### src/rtl/quant_scale_zero_point_assert.svh
// Assertion macros shared by the quantization scale and zero point block.
`ifndef QUANT_SCALE_ZERO_POINT_ASSERT_SVH
`define QUANT_SCALE_ZERO_POINT_ASSERT_SVH

// Same-cycle implication, checked out of reset.
`define QSZP_ASSERT_NOW(lbl, ante, cons, msg) \
  lbl: assert property (@(posedge clk_i) disable iff (!rst_ni) (ante) |-> (cons)) \
    else $error(msg);

// Next-cycle implication, checked out of reset.
`define QSZP_ASSERT_NEXT(lbl, ante, cons, msg) \
  lbl: assert property (@(posedge clk_i) disable iff (!rst_ni) (ante) |=> (cons)) \
    else $error(msg);

`endif

### src/rtl/qszp_pkg.sv
// Shared constants, types and states of the quantization scale block.
package qszp_pkg;

  localparam int unsigned InWidth    = 32;
  localparam int unsigned RangeWidth = 33;
  localparam int unsigned MultWidth  = 31;
  localparam int unsigned ShiftWidth = 6;
  localparam int unsigned NormWidth  = 5;   // normalization count, 0..24
  localparam int unsigned ProdWidth  = 64;
  localparam int unsigned DivSteps   = 31;  // one quotient bit per cell
  localparam int unsigned Q31Bits    = 31;
  localparam int unsigned NormBit    = 30;
  localparam int unsigned MinRange   = 256;
  localparam int unsigned ScaleNum   = 255; // start remainder: 255*2^31 >> 31

  // Payload carried down the divider row.
  typedef struct packed {
    logic [RangeWidth-1:0] rem;
    logic [RangeWidth-1:0] range;
    logic [MultWidth-1:0]  quo;
    logic [InWidth-1:0]    mn;
    logic                  err;
  } div_data_t;

  // One beat between neighbor cells.
  typedef struct packed {
    logic      valid;
    div_data_t data;
  } div_beat_t;

  typedef enum logic [2:0] {
    ST_IDLE,
    ST_NORM,
    ST_MUL,
    ST_RND,
    ST_SHIFT,
    ST_OUT
  } post_state_e;

endpackage

### src/rtl/qszp_div_cell.sv
// One restoring-division cell: produces one quotient bit per beat.
module qszp_div_cell import qszp_pkg::*; (
  input  logic      clk_i,
  input  logic      rst_ni,
  input  div_beat_t beat_i,
  output div_beat_t beat_o
);

  logic                  valid_q;
  div_data_t             data_q, data_d;
  logic [RangeWidth:0]   rem2;
  logic [RangeWidth:0]   rem_sub;
  logic                  ge;

  // Shift remainder in a zero bit, subtract divisor if it fits.
  always_comb begin
    rem2    = {beat_i.data.rem, 1'b0};
    rem_sub = rem2 - {1'b0, beat_i.data.range};
    ge      = (rem2 >= {1'b0, beat_i.data.range});
    data_d       = beat_i.data;
    data_d.rem   = ge ? rem_sub[RangeWidth-1:0] : rem2[RangeWidth-1:0];
    data_d.quo   = {beat_i.data.quo[MultWidth-2:0], ge};
  end

  always_ff @(posedge clk_i or negedge rst_ni) begin
    if (!rst_ni) begin
      valid_q <= 1'b0;
    end else begin
      valid_q <= beat_i.valid;
    end
  end

  always_ff @(posedge clk_i) begin
    data_q <= data_d;
  end

  assign beat_o = '{valid: valid_q, data: data_q};

endmodule

### src/rtl/qszp_div_chain.sv
// Row of division cells giving floor(255*2^31 / range).
module qszp_div_chain import qszp_pkg::*; (
  input  logic      clk_i,
  input  logic      rst_ni,
  input  div_beat_t beat_i,
  output div_beat_t beat_o
);

  div_beat_t link [DivSteps+1];

  assign link[0] = beat_i;

  // Each cell hands its partial remainder to the next every cycle.
  for (genvar i = 0; i < DivSteps; i++) begin : g_cell
    qszp_div_cell u_cell (
      .clk_i  (clk_i),
      .rst_ni (rst_ni),
      .beat_i (link[i]),
      .beat_o (link[i+1])
    );
  end

  assign beat_o = link[DivSteps];

endmodule

### config.mk
export PLATFORM = sky130hd
export DESIGN_NAME = qszp_div_chain
export DESIGN_NICKNAME = d
export VERILOG_FILES = /design/src/rtl/quant_scale_zero_point_assert.svh /design/src/rtl/qszp_pkg.sv /design/src/rtl/qszp_div_cell.sv /design/src/rtl/qszp_div_chain.sv
export SDC_FILE = /design/constraint.sdc
export NUM_CORES = 2
export LEC_CHECK = 0
export BUFFER_PORTS_ARGS = -buffer_cell sky130_fd_sc_hd__buf_2
export CAP_MARGIN = 20
export CELL_PAD_IN_SITES_DETAIL_PLACEMENT = 0
export CELL_PAD_IN_SITES_GLOBAL_PLACEMENT = 2
export CORE_MARGIN = 4
export CORE_UTILIZATION = 25
export CTS_BUF_LIST = sky130_fd_sc_hd__clkbuf_4 sky130_fd_sc_hd__clkbuf_8
export CTS_CLUSTER_DIAMETER = 100
export DETAILED_ROUTE_END_ITERATION = 8
export PLACE_DENSITY_LB_ADDON = 0.1
export SETUP_SLACK_MARGIN = 0.1
export SLEW_MARGIN = 20
export SYNTH_ARGS = -nofsm -noshare
export SYNTH_HDL_FRONTEND = slang
export SYNTH_HIERARCHICAL = 1
export SYNTH_SLANG_ARGS = --single-unit
### constraint.sdc
create_clock -name clk_i -period 3.6 [get_ports clk_i]
set_input_delay 0.18 -clock clk_i [delete_from_list [all_inputs] [get_ports clk_i]]
set_output_delay 0.18 -clock clk_i [all_outputs]
set_load 0.05 [all_outputs]
Word level (Yosys, flattened, before mapping)

Index checks and enable logic that the tools add are counted.

Add/sub/neg operators: 31
Magnitude comparators: 31
Muxes and demuxes: 31

Operators with widths:

| cell                                             | count |
|---|---|
| 34-bit by 33-bit >= comparator with 1-bit output | 31 |
| 33-bit 2-to-1 mux                                | 31 |
| 33-bit subtractor                                | 31 |

Bits in registers: 3596
Logic and storage cells: 310

Longest topological paths before layout

Depth after elaboration: 2
Depth in mapped cells: 13
Depth with buffers taken out: 11

By module

Netlist, hierarchy kept.

Modules (own cells, without submodules):

| module                               | instances | cells each | area an instance (um2) | sequential area each (um2) |
|---|---|---|---|---|
| qszp_div_cell (g_cell[0].u_cell ...) | 30        | 434        | 4798.4                 | 2627.5 |
| qszp_div_cell (g_cell[20].u_cell)    | 1         | 460        | 5127.4                 | 2627.5 |

Worst setup path after synthesis

No wires, ideal clock.

Kind: reg2reg
Start point: register g_cell[9].u_cell.data_q (netlist bit g_cell[9].u_cell/beat_o[66])
End point: register g_cell[10].u_cell.data_q (netlist bit g_cell[10].u_cell/beat_o[122])
Library setup time: 121 ps
Arrival time: 2854 ps
Path slack: 625 ps
Cell stages (with the launch flop): 13
Path through: dfxtp_1 -> inv_1 -> ha_1 -> nor2b_1 -> o2111ai_1 -> and3_1 -> o31ai_1 -> a211o_1 -> a41oi_1 -> o211ai_1 -> a211oi_4 -> buf_6 -> mux2_2

RTL lines:

| element                | RTL line            | source |
|---|---|---|
| from (decl)            | qszp_div_cell.sv:10 | `div_data_t data_q, data_d;` |
| from (signal assigned) | qszp_div_cell.sv:34 | `data_q <= data_d;` |
| to (signal assigned)   | qszp_div_cell.sv:34 |  |
| to (decl)              | qszp_div_cell.sv:10 |  |

==> results.tsv <==
stage	metric	value	unit
setup_path	worst endpoint data arrival time	4570	ps
floorplan	die span in x	756	um
cts	Worst-Skew Late Latency	1220	ps
min_path	Hold Path Depth	6	
setup_path	FF-to-FF path depth	15	
sta	normalized max-slew margin	40.9	%
setup_path	Crit path required time	4610	ps
place	GPL Wtd Cong	0.850	
cts	clock-pin slew on the worst setup and hold paths	60	ps
grt	pin count of the biggest net entering global routing	35	
setup_path	Max FO, Critical Path	4	
finish	Fillers	56200	
cts	CTS tree	yes	
sta	Setup TNS Final	0	ps
setup_path	reg2reg setup slack	50	ps
route	drt total wl	438000	um
sta	# setup viols final	0	
power	LEAKAGE	85.0	nW
sta	Worst Setup Slack, final	48.3	ps
finish	multi-input logic area	0.0667	mm2
route	vias per inst	4.26	
finish	nets	17100	
sta	crit share post-route	98.7	%
synthesis	Post-Syn Area	0.140	mm2
grt	GRT overflow	0	
sta	post-layout min period	3550	ps
grt	first-pass GRT wire length	649000	um
cts	clock buffer depth	4	
finish	Synth-to-Final Area Change	36.2	%
power	PD cells	1060	mW/mm2
finish	commonest non-fill, non-tap cell in the layout	dfxtp_1	
power	overall power	201	mW
finish	post-route cell area	0.190	mm2
setup_path	reg2reg end	g_cell[25].u_cell/beat_o[123]$_DFF_P_	
route	DRT Pass-1 Iters	7	
setup_path	CP Launch Type	flip-flop	
grt	gr usage total	14.5	%
place	Area after DPL	0.162	mm2
floorplan	starting density of the core	25.1	%
place	IO buf count	232	
floorplan	die area	0.571	mm2
finish	most frequent cells in the layout	dfxtp_1 (3,213), buf_4 (1,901), inv_1 (1,125), ha_1 (850), clkbuf_8 (818)	
place	dpl hpwl	325000	um
flow_run	Max Cap Violations	0	
setup_path	FF-to-FF Start	g_cell[24].u_cell/beat_o[98]$_DFF_P_	
power	Worst VDD drop	409	uV
place	pre-CTS worst setup slack	-746	ps
finish	flip-flop and latch area	0.0727	mm2
route	initial drt markers	4017	
min_path	Hold Path Class	in2reg	
finish	Layout Utilization	34.2	%
min_path	Hold Crit Start	beat_i[110]	
route	vias	102000	
route	drt drc	0	
setup_path	critical path type	reg2reg	
synthesis	Avg Cell Area, Syn	10.7	um2
sta	final max-slew violation count	0	
route	WL per Instance	18.3	um
synthesis	Syn Nets	14200	
cts	Clock Root Buffer	clkbuf_8	
sta	final clock skew	105	ps
min_path	Min-Delay Endpoint	g_cell[0].u_cell/beat_o[112]$_DFF_P_	
route	Final ANT Viol Nets	0	
sta	Worst-Margin Slew	886	ps
sta	RSZ-0062 raised after global routing	true	
cts	Num CTS Buffers	660	
finish	share of layout cells above drive strength 1	31.3	%
synthesis	YS warnings	6	
grt	initial antenna violation count	12	
sta	Final Hold Fails	0	
floorplan	cell row count	274	
synthesis	Mapped Cells	13000	
cts	# H-tree levels	6	
grt	vias in the first global route	108000	
floorplan	I/O pin count	264	
finish	Finished Layout Cells	23900	
sta	fmax	282	MHz
sta	WHS	179	ps
run_status	status	finished, final reports clean	
floorplan	Die Y	756	um
place	Cells after DPL	22200	
floorplan	total core area	0.557	mm2
cts	clock sink count	3596	
setup_path	CP endpoint kind	flip-flop	
==> state kept, by name, summed over array words and instances (netlist names) <==
name                   flops
g_cell.u_cell/valid_q     31
g_cell.u_cell/beat_o    3565
==> timing repair <==
| item | 4_1_cts | 5_1_grt |
|---|---|---|
| endpoints found under the hold margin | 132 | 0 |
| gates resized for setup | 648 | 1010 |
| setup buffers | 109 | 119 |
| pin swaps | 132 | 265 |
| setup endpoints to repair | 956 | 931 |
| cloned | 43 | 39 |
| hold buffers | 235 | 0 |
==> how the worst max path moves through the flow <==
stage	startpoint	endpoint
4_1_cts	g_cell[7].u_cell/beat_o[78]$_DFF_P_	g_cell[8].u_cell/beat_o[101]$_DFF_P_
3_3_place_gp	g_cell[7].u_cell/beat_o[78]$_DFF_P_	g_cell[8].u_cell/beat_o[97]$_SDFF_PN0_
2_1_floorplan	g_cell[9].u_cell/beat_o[66]$_DFF_P_	g_cell[10].u_cell/beat_o[122]$_DFF_P_
3_5_place_dp	g_cell[7].u_cell/beat_o[78]$_DFF_P_	g_cell[8].u_cell/beat_o[97]$_SDFF_PN0_
5_1_grt	g_cell[24].u_cell/beat_o[77]$_DFF_P_	g_cell[25].u_cell/beat_o[123]$_DFF_P_
6_report	g_cell[24].u_cell/beat_o[98]$_DFF_P_	g_cell[25].u_cell/beat_o[123]$_DFF_P_
==> worst max-delay path, stage by stage (launching register included) <==
cell	delay (ps)
dfxtp_4	360
ha_4	240
nor2b_4	130
o2111ai_2	210
and3_4	260
o31ai_4	80
a211o_1	280
a41oi_2	260
buf_4	190
o211ai_1	120
buf_4	170
a211oi_4	260
buf_12	180
buf_12	130
clkbuf_16	170
mux2_4	310
==> layout make-up <==
class                           instances  share of cell area (%)
Timing Repair Buffer                 2581                    11.7
Clock inverter                        199                    1.34
Sequential cell                      3596                    38.2
Multi-Input combinational cell       7901                    35.0
Inverter                             1178                    2.33
Clock buffer                          985                    6.57
Antenna cell                           18                  0.0237
Tap cell                             7452                    4.90
==> per-layer routing <==
metal | wire length (um) | part of all wire (%) | vias to the layer above | global-route usage (%)
li1 | - | - | 51100 | -
met1 | 197000 | 45 | 48200 | 18.3
met2 | 211000 | 48 | 1806 | 25.6
met3 | 15300 | 3.5 | 762 | 2.05
met4 | 15700 | 3.6 | 0 | 4.61
met5 | 0 | 0 | - | 0
==> power breakdown <==
| group | leakage (nW) | switching (mW) | total (mW) | internal [mW] |
|---|---|---|---|---|
| clock network | 7.93 | 18.2 | 43.4 | 25.2 |
| logic | 46.6 | 47.7 | 99.4 | 51.7 |
| registers | 30.4 | 7.57 | 58.2 | 50.6 |
(Power assumes the default switching activity.)
